$ cat src/rtl/llcm_pkg.sv
// Shared types and constants for the list LCM block.
// Depends on nothing; every other file imports it.
package llcm_pkg;

  // Data word width and the bit count of a divider step counter
  localparam int DW    = 32;
  localparam int CNT_W = $clog2(DW);

  // Result status codes
  localparam logic [1:0] ST_OK       = 2'd0;
  localparam logic [1:0] ST_ZERO     = 2'd1;
  localparam logic [1:0] ST_OVERFLOW = 2'd2;
  localparam logic [1:0] ST_TOO_MANY = 2'd3;

  // Commands from the controller to the datapath
  typedef struct packed {
    logic load;        // store the accepted item
    logic clear_list;  // end of list: drop count and flags
    logic i_clr;
    logic i_inc;
    logic j_clr;
    logic j_inc;
    logic ld_r;        // r <= store[i]
    logic gcd_start;   // g <= gcd(r, fresh[j])
    logic div_start;   // start r / g
    logic r_div;       // r <= quotient
    logic mul;         // fresh[i] <= r, prod <= wrapped * r
    logic acc_init;    // wrapped <= 1, overflow cleared
    logic acc;         // wrapped <= low half of prod, track overflow
    logic out_load;    // load the result register
  } cmd_t;

  // Status from the datapath to the controller
  typedef struct packed {
    logic bad_now;     // list is overfull or holds a zero, this item included
    logic i_zero;
    logic i_last;      // i is the last stored index
    logic j_next_eq_i; // j + 1 reaches i
    logic gcd_done;
    logic g_one;
    logic div_done;
    logic out_free;    // result register can take a new transaction
  } sts_t;

endpackage

$ cat src/rtl/llcm_item_if.sv
// Input channel: one list value per transaction, with the end-of-list flag.
// Depends on llcm_pkg.
interface llcm_item_if import llcm_pkg::*; ();
  logic          valid;
  logic          ready;
  logic [DW-1:0] value;
  logic          last;

  modport source (output valid, value, last, input ready);
  modport sink   (input valid, value, last, output ready);
endinterface

$ cat src/rtl/llcm_result_if.sv
// Output channel: one LCM and its status per transaction.
// Depends on llcm_pkg.
interface llcm_result_if import llcm_pkg::*; ();
  logic          valid;
  logic          ready;
  logic [DW-1:0] lcm;
  logic [1:0]    status;

  modport source (output valid, lcm, status, input ready);
  modport sink   (input valid, lcm, status, output ready);
endinterface

$ cat src/rtl/llcm_gcd.sv
// Binary (shift and subtract) GCD unit, one step per cycle.
// Depends on llcm_pkg. Both operands must be nonzero.
module llcm_gcd import llcm_pkg::*; (
  input  logic          clk,
  input  logic          rst,
  input  logic          start,
  input  logic [DW-1:0] a_in,
  input  logic [DW-1:0] b_in,
  output logic          done,
  output logic [DW-1:0] g
);

  logic [DW-1:0]    a;
  logic [DW-1:0]    b;
  logic [CNT_W-1:0] k;     // common factors of two
  logic             busy;

  // Control
  always_ff @(posedge clk) begin
    if (rst) begin
      busy <= 1'b0;
      done <= 1'b0;
    end else begin
      done <= 1'b0;
      if (start) begin
        busy <= 1'b1;
      end else if (busy && (a == b)) begin
        busy <= 1'b0;
        done <= 1'b1;
      end
    end
  end

  // Operand reduction
  always_ff @(posedge clk) begin
    if (start) begin
      a <= a_in;
      b <= b_in;
      k <= '0;
    end else if (busy) begin
      priority if (a == b) begin
        g <= a << k;
      end else if (!a[0] && !b[0]) begin
        a <= a >> 1;
        b <= b >> 1;
        k <= k + 1'b1;
      end else if (!a[0]) begin
        a <= a >> 1;
      end else if (!b[0]) begin
        b <= b >> 1;
      end else if (a > b) begin
        a <= (a - b) >> 1;
      end else begin
        b <= (b - a) >> 1;
      end
    end
  end

endmodule

$ cat src/rtl/llcm_div.sv
// Restoring divider, one quotient bit per cycle.
// Depends on llcm_pkg. Divisor must be nonzero.
module llcm_div import llcm_pkg::*; (
  input  logic          clk,
  input  logic          rst,
  input  logic          start,
  input  logic [DW-1:0] dividend,
  input  logic [DW-1:0] divisor,
  output logic          done,
  output logic [DW-1:0] quo
);

  localparam logic [CNT_W-1:0] LAST_STEP = CNT_W'(DW - 1);

  logic [DW-1:0]    rem;
  logic [DW-1:0]    dsr;
  logic [CNT_W-1:0] cnt;
  logic             busy;
  logic [DW:0]      rem_sh;
  logic [DW:0]      diff;

  // Shift in the next dividend bit and trial-subtract
  assign rem_sh = {rem, quo[DW-1]};
  assign diff   = rem_sh - {1'b0, dsr};

  // Control
  always_ff @(posedge clk) begin
    if (rst) begin
      busy <= 1'b0;
      done <= 1'b0;
      cnt  <= '0;
    end else begin
      done <= 1'b0;
      if (start) begin
        busy <= 1'b1;
        cnt  <= '0;
      end else if (busy) begin
        cnt <= cnt + 1'b1;
        if (cnt == LAST_STEP) begin
          busy <= 1'b0;
          done <= 1'b1;
        end
      end
    end
  end

  // Datapath
  always_ff @(posedge clk) begin
    if (start) begin
      rem <= '0;
      quo <= dividend;
      dsr <= divisor;
    end else if (busy) begin
      if (!diff[DW]) begin
        rem <= diff[DW-1:0];
        quo <= {quo[DW-2:0], 1'b1};
      end else begin
        rem <= rem_sh[DW-1:0];
        quo <= {quo[DW-2:0], 1'b0};
      end
    end
  end

endmodule

$ cat src/rtl/llcm_dp.sv
// Datapath: value store, fresh-part store, index counters, GCD and divider
// units, product register and result register. Depends on llcm_pkg,
// llcm_gcd and llcm_div.
module llcm_dp import llcm_pkg::*; #(
  parameter int MAX_VALUES = 16
) (
  input  logic          clk,
  input  logic          rst,
  input  cmd_t          cmd,
  output sts_t          sts,
  input  logic [DW-1:0] in_value,
  output logic          out_valid,
  input  logic          out_ready,
  output logic [DW-1:0] out_lcm,
  output logic [1:0]    out_status
);

  localparam int CW = $clog2(MAX_VALUES + 1);
  localparam int IW = (MAX_VALUES > 1) ? $clog2(MAX_VALUES) : 1;

  logic [DW-1:0]   value_store [MAX_VALUES];
  logic [DW-1:0]   fresh_store [MAX_VALUES];
  logic [DW-1:0]   store_rdata;
  logic [DW-1:0]   fresh_rdata;
  logic [CW-1:0]   count;
  logic            zero_seen;
  logic            overfull;
  logic            store_full;
  logic [IW-1:0]   i;
  logic [IW-1:0]   j;
  logic [DW-1:0]   r;
  logic [DW-1:0]   g;
  logic [DW-1:0]   quo;
  logic [2*DW-1:0] prod;
  logic [DW-1:0]   wrapped;
  logic            ovf;

  assign store_full = (count == CW'(MAX_VALUES));

  // List bookkeeping
  always_ff @(posedge clk) begin
    if (rst) begin
      count     <= '0;
      zero_seen <= 1'b0;
      overfull  <= 1'b0;
    end else if (cmd.clear_list) begin
      count     <= '0;
      zero_seen <= 1'b0;
      overfull  <= 1'b0;
    end else if (cmd.load) begin
      if (in_value == '0) zero_seen <= 1'b1;
      if (store_full) overfull <= 1'b1;
      else            count    <= count + 1'b1;
    end
  end

  // Value store: written on load, read at i
  always_ff @(posedge clk) begin
    if (cmd.load && !store_full) value_store[count[IW-1:0]] <= in_value;
    store_rdata <= value_store[i];
  end

  // Fresh-part store: written at i, read at j
  always_ff @(posedge clk) begin
    if (cmd.mul) fresh_store[i] <= r;
    fresh_rdata <= fresh_store[j];
  end

  // Index counters
  always_ff @(posedge clk) begin
    if (rst) begin
      i <= '0;
      j <= '0;
    end else begin
      if (cmd.i_clr)      i <= '0;
      else if (cmd.i_inc) i <= i + 1'b1;
      if (cmd.j_clr)      j <= '0;
      else if (cmd.j_inc) j <= j + 1'b1;
    end
  end

  // Working value: loaded from the store, reduced by each quotient
  always_ff @(posedge clk) begin
    if (cmd.ld_r)       r <= store_rdata;
    else if (cmd.r_div) r <= quo;
  end

  llcm_gcd u_gcd (
    .clk   (clk),
    .rst   (rst),
    .start (cmd.gcd_start),
    .a_in  (r),
    .b_in  (fresh_rdata),
    .done  (sts.gcd_done),
    .g     (g)
  );

  llcm_div u_div (
    .clk      (clk),
    .rst      (rst),
    .start    (cmd.div_start),
    .dividend (r),
    .divisor  (g),
    .done     (sts.div_done),
    .quo      (quo)
  );

  // Running product; wrapped equals the exact product until overflow
  always_ff @(posedge clk) begin
    if (cmd.mul) prod <= (2*DW)'(wrapped) * (2*DW)'(r);
    if (cmd.acc_init) begin
      wrapped <= DW'(1);
      ovf     <= 1'b0;
    end else if (cmd.acc) begin
      wrapped <= prod[DW-1:0];
      if (prod[2*DW-1:DW] != '0) ovf <= 1'b1;
    end
  end

  // Result register
  always_ff @(posedge clk) begin
    if (rst) begin
      out_valid <= 1'b0;
    end else if (cmd.out_load) begin
      out_valid <= 1'b1;
    end else if (out_ready) begin
      out_valid <= 1'b0;
    end
  end

  always_ff @(posedge clk) begin
    if (cmd.out_load) begin
      priority if (overfull) begin
        out_lcm    <= '0;
        out_status <= ST_TOO_MANY;
      end else if (zero_seen) begin
        out_lcm    <= '0;
        out_status <= ST_ZERO;
      end else begin
        out_lcm    <= wrapped;
        out_status <= ovf ? ST_OVERFLOW : ST_OK;
      end
    end
  end

  // Status to the controller
  assign sts.bad_now     = overfull || zero_seen || (in_value == '0) || store_full;
  assign sts.i_zero      = (i == '0);
  assign sts.i_last      = ((CW'(i) + CW'(1)) == count);
  assign sts.j_next_eq_i = (({1'b0, j} + 1'b1) == {1'b0, i});
  assign sts.g_one       = (g == DW'(1));
  assign sts.out_free    = !out_valid || out_ready;

endmodule

$ cat src/rtl/llcm_ctrl.sv
// Controller: sequences loading, the per-value GCD/divide reduction, the
// product accumulation and the result hand-off. Depends on llcm_pkg.
module llcm_ctrl import llcm_pkg::*; (
  input  logic clk,
  input  logic rst,
  input  logic in_valid,
  input  logic in_last,
  output logic in_ready,
  output cmd_t cmd,
  input  sts_t sts
);

  typedef enum logic [11:0] {
    S_LOAD     = 12'b0000_0000_0001,
    S_START    = 12'b0000_0000_0010,
    S_RD_I     = 12'b0000_0000_0100,
    S_LD_R     = 12'b0000_0000_1000,
    S_RD_F     = 12'b0000_0001_0000,
    S_GCD_GO   = 12'b0000_0010_0000,
    S_GCD_WAIT = 12'b0000_0100_0000,
    S_DIV_WAIT = 12'b0000_1000_0000,
    S_NEXT_J   = 12'b0001_0000_0000,
    S_MUL      = 12'b0010_0000_0000,
    S_ACC      = 12'b0100_0000_0000,
    S_EMIT     = 12'b1000_0000_0000
  } state_t;

  state_t state;
  state_t state_next;

  always_ff @(posedge clk) begin
    if (rst) state <= S_LOAD;
    else     state <= state_next;
  end

  assign in_ready = (state == S_LOAD);

  // Next state and commands
  always_comb begin
    state_next = state;
    cmd        = '0;
    unique case (state)
      S_LOAD: begin
        if (in_valid) begin
          cmd.load = 1'b1;
          if (in_last) state_next = sts.bad_now ? S_EMIT : S_START;
        end
      end
      S_START: begin
        cmd.i_clr    = 1'b1;
        cmd.acc_init = 1'b1;
        state_next   = S_RD_I;
      end
      S_RD_I: state_next = S_LD_R;
      S_LD_R: begin
        cmd.ld_r   = 1'b1;
        cmd.j_clr  = 1'b1;
        state_next = sts.i_zero ? S_MUL : S_RD_F;
      end
      S_RD_F: state_next = S_GCD_GO;
      S_GCD_GO: begin
        cmd.gcd_start = 1'b1;
        state_next    = S_GCD_WAIT;
      end
      S_GCD_WAIT: begin
        if (sts.gcd_done) begin
          if (sts.g_one) begin
            state_next = S_NEXT_J;
          end else begin
            cmd.div_start = 1'b1;
            state_next    = S_DIV_WAIT;
          end
        end
      end
      S_DIV_WAIT: begin
        if (sts.div_done) begin
          cmd.r_div  = 1'b1;
          state_next = S_NEXT_J;
        end
      end
      S_NEXT_J: begin
        cmd.j_inc  = 1'b1;
        state_next = sts.j_next_eq_i ? S_MUL : S_RD_F;
      end
      S_MUL: begin
        cmd.mul    = 1'b1;
        state_next = S_ACC;
      end
      S_ACC: begin
        cmd.acc    = 1'b1;
        cmd.i_inc  = 1'b1;
        state_next = sts.i_last ? S_EMIT : S_RD_I;
      end
      S_EMIT: begin
        if (sts.out_free) begin
          cmd.out_load   = 1'b1;
          cmd.clear_list = 1'b1;
          state_next     = S_LOAD;
        end
      end
      default: state_next = S_LOAD;
    endcase
  end

endmodule

$ cat src/rtl/list_lowest_common_multiple.sv
// List LCM. Values load at one transaction per cycle. After the last value, input
// is not ready: a start step; per value i, a read and load of r, then per
// earlier value j, a read of its fresh part, a binary GCD and, if it is not 1,
// a divide; then a multiply and accumulate; last, output (held while the result
// is full). A zero or too-many list skips straight to output. Synchronous reset
// clears controller, list count, flags and result valid; stores need no clear.
module list_lowest_common_multiple import llcm_pkg::*; #(
  parameter int MAX_VALUES = 16
) (
  input  logic          clk,
  input  logic          rst,
  llcm_item_if.sink     item,
  llcm_result_if.source result
);

  cmd_t cmd;
  sts_t sts;

  llcm_ctrl u_ctrl (
    .clk      (clk),
    .rst      (rst),
    .in_valid (item.valid),
    .in_last  (item.last),
    .in_ready (item.ready),
    .cmd      (cmd),
    .sts      (sts)
  );

  llcm_dp #(
    .MAX_VALUES (MAX_VALUES)
  ) u_dp (
    .clk        (clk),
    .rst        (rst),
    .cmd        (cmd),
    .sts        (sts),
    .in_value   (item.value),
    .out_valid  (result.valid),
    .out_ready  (result.ready),
    .out_lcm    (result.lcm),
    .out_status (result.status)
  );

endmodule

$ cat src/flat_wrapper.sv
// flat-port wrapper written by rule: the top's interface ports become plain ports
module list_lowest_common_multiple_flat import llcm_pkg::*;
#(
  parameter int MAX_VALUES = 16
)
  (clk, rst, item_valid, item_value, item_last, item_ready, result_valid, result_lcm, result_status, result_ready);
  llcm_item_if item_i ();
  llcm_result_if result_i ();
  input  logic clk;
  input  logic rst;
  input wire logic [$bits(item_i.valid)-1:0] item_valid;
  input wire logic [$bits(item_i.value)-1:0] item_value;
  input wire logic [$bits(item_i.last)-1:0] item_last;
  output wire logic [$bits(item_i.ready)-1:0] item_ready;
  output wire logic [$bits(result_i.valid)-1:0] result_valid;
  output wire logic [$bits(result_i.lcm)-1:0] result_lcm;
  output wire logic [$bits(result_i.status)-1:0] result_status;
  input wire logic [$bits(result_i.ready)-1:0] result_ready;
  assign item_i.valid = item_valid;
  assign item_i.value = item_value;
  assign item_i.last = item_last;
  assign item_ready = item_i.ready;
  assign result_valid = result_i.valid;
  assign result_lcm = result_i.lcm;
  assign result_status = result_i.status;
  assign result_i.ready = result_ready;
  list_lowest_common_multiple #(.MAX_VALUES(MAX_VALUES)) u_core (.clk(clk), .rst(rst), .item(item_i), .result(result_i));
endmodule
$ cat config.mk
export PLATFORM = sky130hd
export DESIGN_NAME = list_lowest_common_multiple_flat
export DESIGN_NICKNAME = d
export VERILOG_FILES = /design/src/rtl/llcm_pkg.sv /design/src/rtl/llcm_item_if.sv /design/src/rtl/llcm_result_if.sv /design/src/rtl/llcm_gcd.sv /design/src/rtl/llcm_div.sv /design/src/rtl/llcm_dp.sv /design/src/rtl/llcm_ctrl.sv /design/src/rtl/list_lowest_common_multiple.sv /design/src/flat_wrapper.sv
export SDC_FILE = /design/constraint.sdc
export NUM_CORES = 2
export LEC_CHECK = 0
export BUFFER_PORTS_ARGS = -buffer_cell sky130_fd_sc_hd__buf_2
export CAP_MARGIN = 20
export CORE_UTILIZATION = 25
export DETAILED_ROUTE_END_ITERATION = 6
export GPL_ROUTABILITY_DRIVEN = 0
export PLACE_DENSITY = 0.37
export SLEW_MARGIN = 20
export SYNTH_ARGS = -nofsm -noshare
export SYNTH_HDL_FRONTEND = slang
export SYNTH_SLANG_ARGS = --single-unit
export TNS_END_PERCENT = 30
$ cat constraint.sdc
create_clock -name clk -period 10.4 [get_ports clk]
set_clock_uncertainty 0.15 [all_clocks]
set_input_delay 1.56 -clock clk [delete_from_list [all_inputs] [get_ports clk]]
set_output_delay 1.56 -clock clk [all_outputs]
set_load 0.1 [all_outputs]
### After elaboration in Yosys (flattened, before gate mapping)

Memories as Yosys holds them, arrays and structs flattened. A register that Yosys moved wholly into a read port is not among the register bits.
Cells that the tools add are included.

* equality and inequality tests: 27
* bitwise logic cells: 4
* reductions and logical operators: 38
* muxes and demuxes: 61
* shift operators: 1
* add/subtract/negate cells: 10
* $mul: 1
* magnitude comparators: 1

Operators by type and width (number)
* $mux 32: 19
* $pmux 12 s12: 1
* $mux 12: 7
* $mul 32x32->64: 1
* $sub 32x32->32: 2
* $sub 33x32->33: 1
* $eq 32x1->1 const B: 1
* $eq 32x32->1: 1
* $gt 32x32->1: 1
* $logic_not 32->1: 1
* $reduce_bool 32->1: 1
* $shl 32x5->32: 1
* $mux 1: 29
* $mux 10: 2
* $add 5x1->5 const B: 3
* $eq 12x1->1 const B: 1
* $eq 12x10->1 const B: 1
* $eq 12x11->1 const B: 1
* $eq 12x12->1 const B: 1
* $eq 12x2->1 const B: 1
* $eq 12x3->1 const B: 1
* $eq 12x4->1 const B: 1
* $eq 12x5->1 const B: 1
* $eq 12x6->1 const B: 1
* 26 further kinds: 63

* memories: 2
* bits in writable memories: 1024
* word-level logic and storage cells: 173
* output and inout bits: 36
* register bits: 397
* bits of input ports: 37

Memory list
* u_core.u_dp.fresh_store: words 16, bits a word 32, read ports 1, clocked after memory_dff 1, write ports 1, RTL line llcm_dp.sv:22 `logic [DW-1:0] fresh_store [MAX_VALUES];`
* u_core.u_dp.value_store: words 16, bits a word 32, read ports 1, clocked after memory_dff 1, write ports 1, RTL line llcm_dp.sv:21 `logic [DW-1:0] value_store [MAX_VALUES];`

### Depth between registers and ports, before layout

* word-level depth: 8
* gate-level depth with buffers: 28

### By module

Synthesis repeated with hierarchy kept, for this count alone.

* cell total of the unflattened synthesis: 7448
* area total of the unflattened synthesis: 96289.8 µm²

By module, submodules not included
* llcm_dp: area each 79822.8 µm², cells each 5668, instances 1
* llcm_gcd: area each 9686.8 µm², cells each 1145, instances 1
* llcm_div: area each 5886.9 µm², cells each 533, instances 1
* llcm_ctrl: area each 893.4 µm², cells each 102, instances 1

### Worst setup path before layout

OpenSTA, ideal clock, no wires.

* path type: reg2reg
* from: register u_core.u_dp.r[23]
* to: register u_core.u_dp.prod[57] (data pin)
* stages on the path, launching flop included: 27
* arrival: 7.161 ns
* path buffers: 3
* data required time: 9.988 ns
* clock period less this slack: 7.573 ns
* setup slack: 2.827 ns
* library setup time: 0.262 ns
* path through: edfxtp_1 > clkbuf_1 > clkbuf_1 > nand2_1 > fa_1 > inv_1 > fa_1 > inv_1 > fa_1 > inv_1 > fa_1 > fa_1 > fa_1 > fa_1 > fa_1 > ha_1 > clkbuf_1 > a21oi_1 > o21bai_1 > a211oi_1 > o31ai_1 > nand2_1 > o221ai_1 > o221ai_1 > o21a_1 > o21ai_1 > xor2_1

* longest elaborated chain between the ends: 1

RTL lines
* from (decl): RTL line llcm_dp.sv:31 `logic [DW-1:0] r;`
* from (signal assigned): RTL line llcm_dp.sv:84 `if (cmd.ld_r) r <= store_rdata;`
* from (signal assigned): RTL line llcm_dp.sv:85 `else if (cmd.r_div) r <= quo;`
* $mul 32x32->64: RTL line llcm_dp.sv:110 `if (cmd.mul) prod <= (2*DW)'(wrapped) * (2*DW)'(r);`
* to (signal assigned): RTL line llcm_dp.sv:110
* to (decl): RTL line llcm_dp.sv:34 `logic [2*DW-1:0] prod;`

Every way passes these cells.
A chain may end at the register's enable or synchronous reset.

### Worst setup path after layout

* from: register u_core.u_dp.r[9]
* to: register u_core.u_dp.prod[62] (data pin)

Same word-level chain as after synthesis.

==> results.sh <==
export IMPL_cts_root_buf="sky130_fd_sc_hd__clkbuf_16"
export IMPL_p_int_mw=10.3
export IMPL_floorplan_die_width_um=621
export IMPL_mappedNetlistArea_sq_um=95700
export IMPL_slew_limit_headroom=0.222
export IMPL_power_ir_vdd_worst_v=0.000119
export IMPL_finalPower_mw=13.4
export IMPL_critical_path_class="reg2reg"
export IMPL_postSynthCellCount=7615
export IMPL_areaGrowthSynthToFinish_pct=13.1
export IMPL_fill_cells=39188
export IMPL_worstHoldPathType="reg2reg"
export IMPL_clock_sinks=1485
export IMPL_cts_max_level=4
export IMPL_final_setup_viol_count=0
export IMPL_clock_fmax_mhz=109
export IMPL_yosysWarningCount=0
export IMPL_viasPerCell=4.59
export IMPL_post_cts_setup_buffer_count=0
export IMPL_worst_ep_arrival_time_ps=9680
export IMPL_final_seq_area_sq_um=42900
export IMPL_layout_cells_non_filler=12798
export IMPL_remaining_design_rule_violation_count=0
export IMPL_regToRegSetupSlack_ps=1210
export IMPL_worst_skew_pair_late_latency_ps=880
export IMPL_post_cts_hold_buffer_count=0
export IMPL_crit_path_end_kind="flop"
export IMPL_power_density_nw_per_um2=124
export IMPL_dr_total_vias=58693
export IMPL_nets_in_the_synthesized_netlist=8924
export IMPL_switchingPower_mw=3.06
export IMPL_place_port_buffers=72
export IMPL_first_iter_violations=4014
export IMPL_fin_crit_sh=0.883
export IMPL_largest_net_degree_at_the_start_of_global_routing=79
export IMPL_switching_fraction=0.229
export IMPL_seqPwrFrac=0.489
export IMPL_post_cts_resized_instances=0
export IMPL_worst_r2r_path_depth=20
export IMPL_pwr_share_comb=0.047
export IMPL_final_min_clock_period_ps=9190
export IMPL_antenna_found_initial=25
export IMPL_multiInputGateArea_sq_um=47700
export IMPL_leakagePower_nw=42.1
export IMPL_synth_edff_count=1314
export IMPL_tightestPinTransition_ps=1170
export IMPL_cap_viol_max_count=0
export IMPL_timing_final_hold_violations=0
export IMPL_worst_r2r_endpoint="u_core.u_dp.prod[62]"
export IMPL_core_sq_um=380000
export IMPL_die_h_um=621
export IMPL_hold_path_startpoint="u_core.u_dp.prod[0]"
export IMPL_synth_area_per_cell_sq_um=12.6
export IMPL_drt_first_pass_iters=5
export IMPL_cts_tree="yes"
export IMPL_first_global_vias=63607
export IMPL_synth_lib_cells_used_distinct=90
export IMPL_post_dp_hpwl_um=212000
export IMPL_num_nets_final=8941
export IMPL_synth_seq_cells=1485
export IMPL_drive_above_1_share=0.123
export IMPL_postRouteAntennaNets=0
export IMPL_dominantRegCellSynth="sky130_fd_sc_hd__edfxtp_1"
export IMPL_routed_wl_um=309000
export IMPL_numPlacedInstances=12464
export IMPL_timing_critical_path_fanout_max=30
export IMPL_clkSlewWorstSetupHoldPaths_ps=50
export IMPL_rsz0062_at_grt="no"
export IMPL_grtUsageTotal=0.162
export IMPL_synth_async_reset_ratio=0
export IMPL_routed_wire_length_per_instance_um=24.2
export IMPL_ys_seq_area_frac=0.448
export IMPL_worstHoldEndpoint="u_core.u_dp.wrapped[0]"
export IMPL_slew_violations=0
export IMPL_critical_path_reg2reg_startpoint="u_core.u_dp.r[9]"
export IMPL_cp_start_kind="flop"
export IMPL_grt_overflow=0
export IMPL_status="finished clean"
export IMPL_critPathRequiredTime_ps=10900
export IMPL_cts_max_path_buffers=4
export IMPL_setup_tns_ps=0
export IMPL_cts_made_buffers=180
export IMPL_placement_row_count=226
export IMPL_area_of_the_die_sq_um=385000
export IMPL_floorplan_initialDensity=0.252
export IMPL_power_frac_clock=0.464
export IMPL_grt_first_pass_wirelength_um=456000
export IMPL_hold_path_stages=2
export IMPL_floorplan_io_pins=73
final cells by class:
class | count | area share
sequential | 1485 | 0.397
clock inverter | 88 | 0.00720
multi-input combinational | 4716 | 0.441
inverter | 984 | 0.0341
tap | 5016 | 0.0580
clock buffer | 240 | 0.0456
timing repair buffer | 265 | 0.0175
antenna | 4 | 0.0000925
cell usage in the layout (no fill, tap or decap), types with 159 or more instances in the layout:
master	instances
sky130_fd_sc_hd__clkbuf_16	183
sky130_fd_sc_hd__fa_1	899
sky130_fd_sc_hd__a21oi_1	272
sky130_fd_sc_hd__buf_4	185
sky130_fd_sc_hd__edfxtp_1	1314
sky130_fd_sc_hd__mux4_2	332
sky130_fd_sc_hd__nor2_1	269
sky130_fd_sc_hd__ha_1	373
sky130_fd_sc_hd__nand2_1	888
sky130_fd_sc_hd__dfxtp_1	159
sky130_fd_sc_hd__inv_1	982
sky130_fd_sc_hd__and2_1	637
registers in the layout (all words and copies together) (netlist names), 2 cells and up:
name	count
u_core.u_dp.r	32
u_core.u_dp.store_rdata	32
u_core.u_dp.j	4
u_core.u_dp.u_div.dsr	32
u_core.u_dp.out_lcm	32
u_core.u_dp.fresh_store	512
u_core.u_ctrl.state	12
u_core.u_dp.u_div.rem	32
u_core.u_dp.out_status	2
u_core.u_dp.u_gcd.b	32
u_core.u_dp.fresh_rdata	32
u_core.u_dp.wrapped	32
u_core.u_dp.u_gcd.a	32
u_core.u_dp.count	5
u_core.u_dp.u_gcd.k	5
u_core.u_dp.u_div.quo	32
u_core.u_dp.prod	64
u_core.u_dp.value_store	512
u_core.u_dp.u_gcd.g	32
u_core.u_dp.i	4
u_core.u_dp.u_div.cnt	5
power groups by stage:
stage	Sequential, mW	Combinational [mW]	Clock (mW)
2_1_floorplan	6.65	0.417	0
3_3_place_gp	6.67	0.640	0
3_5_place_dp	6.67	0.634	0
4_1_cts	6.55	0.641	6.41
5_1_grt	6.55	0.702	6.61
6_report	6.55	0.631	6.21
cell families after synthesis:
group                    after synthesis  synth area share
multiplexers                         396            0.0849
AND/OR/NAND/NOR                     2122             0.108
buffers and inverters               1414            0.0562
AO/OA/AOI/OAI                        765            0.0514
XOR/XNOR                             161            0.0147
flip-flops                          1485             0.448
adder cells (fa/ha/maj)             1272             0.237
worst max-delay path by stage:
stage | from | to | cells after the start
2_1_floorplan | u_core.u_dp.r[23] | u_core.u_dp.prod[57] | 26
3_3_place_gp | u_core.u_dp.r[9] | u_core.u_dp.prod[62] | 19
3_5_place_dp | u_core.u_dp.r[9] | u_core.u_dp.prod[62] | 20
4_1_cts | u_core.u_dp.r[9] | u_core.u_dp.prod[62] | 20
5_1_grt | u_core.u_dp.r[9] | u_core.u_dp.prod[62] | 20
6_report | u_core.u_dp.r[9] | u_core.u_dp.prod[62] | 20
through the flow:
stage                util  setup slack [ps]  cell area (sq um)  hold WS, ps
floorplan               -              2830              95700          268
global placement    0.269              1490             102000          298
detailed placement  0.270              1390             102000          288
CTS                 0.285              1420             108000          308
global route        0.285              1030             108000          324
finish              0.285              1210             108000          320
routing by layer:
metal / global-route usage / up-vias / share of wire
li1: - / 25888 / -
met1: 0.225 / 31407 / 0.46
met2: 0.272 / 1125 / 0.48
met3: 0.0213 / 267 / 0.041
met4: 0.0288 / 6 / 0.016
met5: 0 / - / 0.000094
cells in the mapped netlist, types with 6 or more instances:
master	instances	area, sq um
sky130_fd_sc_hd__a211oi_1	28	210
sky130_fd_sc_hd__a21o_1	87	653
sky130_fd_sc_hd__a21oi_1	272	1360
sky130_fd_sc_hd__a221oi_1	37	324
sky130_fd_sc_hd__a31oi_1	31	194
sky130_fd_sc_hd__a32oi_1	8	70.1
sky130_fd_sc_hd__and2_1	637	3990
sky130_fd_sc_hd__and3_1	18	113
sky130_fd_sc_hd__buf_1	39	146
sky130_fd_sc_hd__buf_2	30	150
sky130_fd_sc_hd__clkbuf_1	353	1330
sky130_fd_sc_hd__dfxtp_1	171	3420
sky130_fd_sc_hd__edfxtp_1	1314	39500
sky130_fd_sc_hd__fa_1	899	18000
sky130_fd_sc_hd__ha_1	373	4670
sky130_fd_sc_hd__inv_1	983	3690
sky130_fd_sc_hd__mux2_2	8	90.1
sky130_fd_sc_hd__mux2i_1	56	561
sky130_fd_sc_hd__mux4_2	332	7480
sky130_fd_sc_hd__nand2_1	888	3330
sky130_fd_sc_hd__nand2b_1	34	213
sky130_fd_sc_hd__nand3_1	37	185
sky130_fd_sc_hd__nand3b_1	10	75.1
sky130_fd_sc_hd__nand4_1	38	238
sky130_fd_sc_hd__nand4b_1	8	70.1
sky130_fd_sc_hd__nor2_1	296	1110
sky130_fd_sc_hd__nor2b_1	32	200
sky130_fd_sc_hd__nor3_1	46	230
sky130_fd_sc_hd__nor3b_1	6	45.0
sky130_fd_sc_hd__nor4_1	28	175
sky130_fd_sc_hd__o211ai_1	13	97.6
sky130_fd_sc_hd__o21a_1	21	158
sky130_fd_sc_hd__o21ai_0	120	601
sky130_fd_sc_hd__o21bai_1	33	248
sky130_fd_sc_hd__o22ai_1	25	156
sky130_fd_sc_hd__o31ai_1	10	75.1
sky130_fd_sc_hd__or2_2	8	50.1
sky130_fd_sc_hd__or3_1	15	93.8
sky130_fd_sc_hd__xnor2_1	107	937
sky130_fd_sc_hd__xor2_1	54	473
worst max-delay path, cell delays in order, from the launching register on:
cell	delay (ps)
sky130_fd_sc_hd__edfxtp_1	1000
sky130_fd_sc_hd__buf_4	570
sky130_fd_sc_hd__nand2_1	140
sky130_fd_sc_hd__fa_1	510
sky130_fd_sc_hd__fa_1	560
sky130_fd_sc_hd__fa_1	530
sky130_fd_sc_hd__fa_1	520
sky130_fd_sc_hd__inv_1	60
sky130_fd_sc_hd__fa_1	550
sky130_fd_sc_hd__fa_1	430
sky130_fd_sc_hd__fa_1	500
sky130_fd_sc_hd__fa_1	410
sky130_fd_sc_hd__ha_1	400
sky130_fd_sc_hd__a21oi_1	430
sky130_fd_sc_hd__o221ai_1	250
sky130_fd_sc_hd__a21oi_2	650
sky130_fd_sc_hd__o211ai_1	290
sky130_fd_sc_hd__a41oi_1	560
sky130_fd_sc_hd__o31a_1	290
sky130_fd_sc_hd__nand4b_1	110
sky130_fd_sc_hd__o311ai_1	90
No activity file was read; power rests on OpenSTA's default activity.
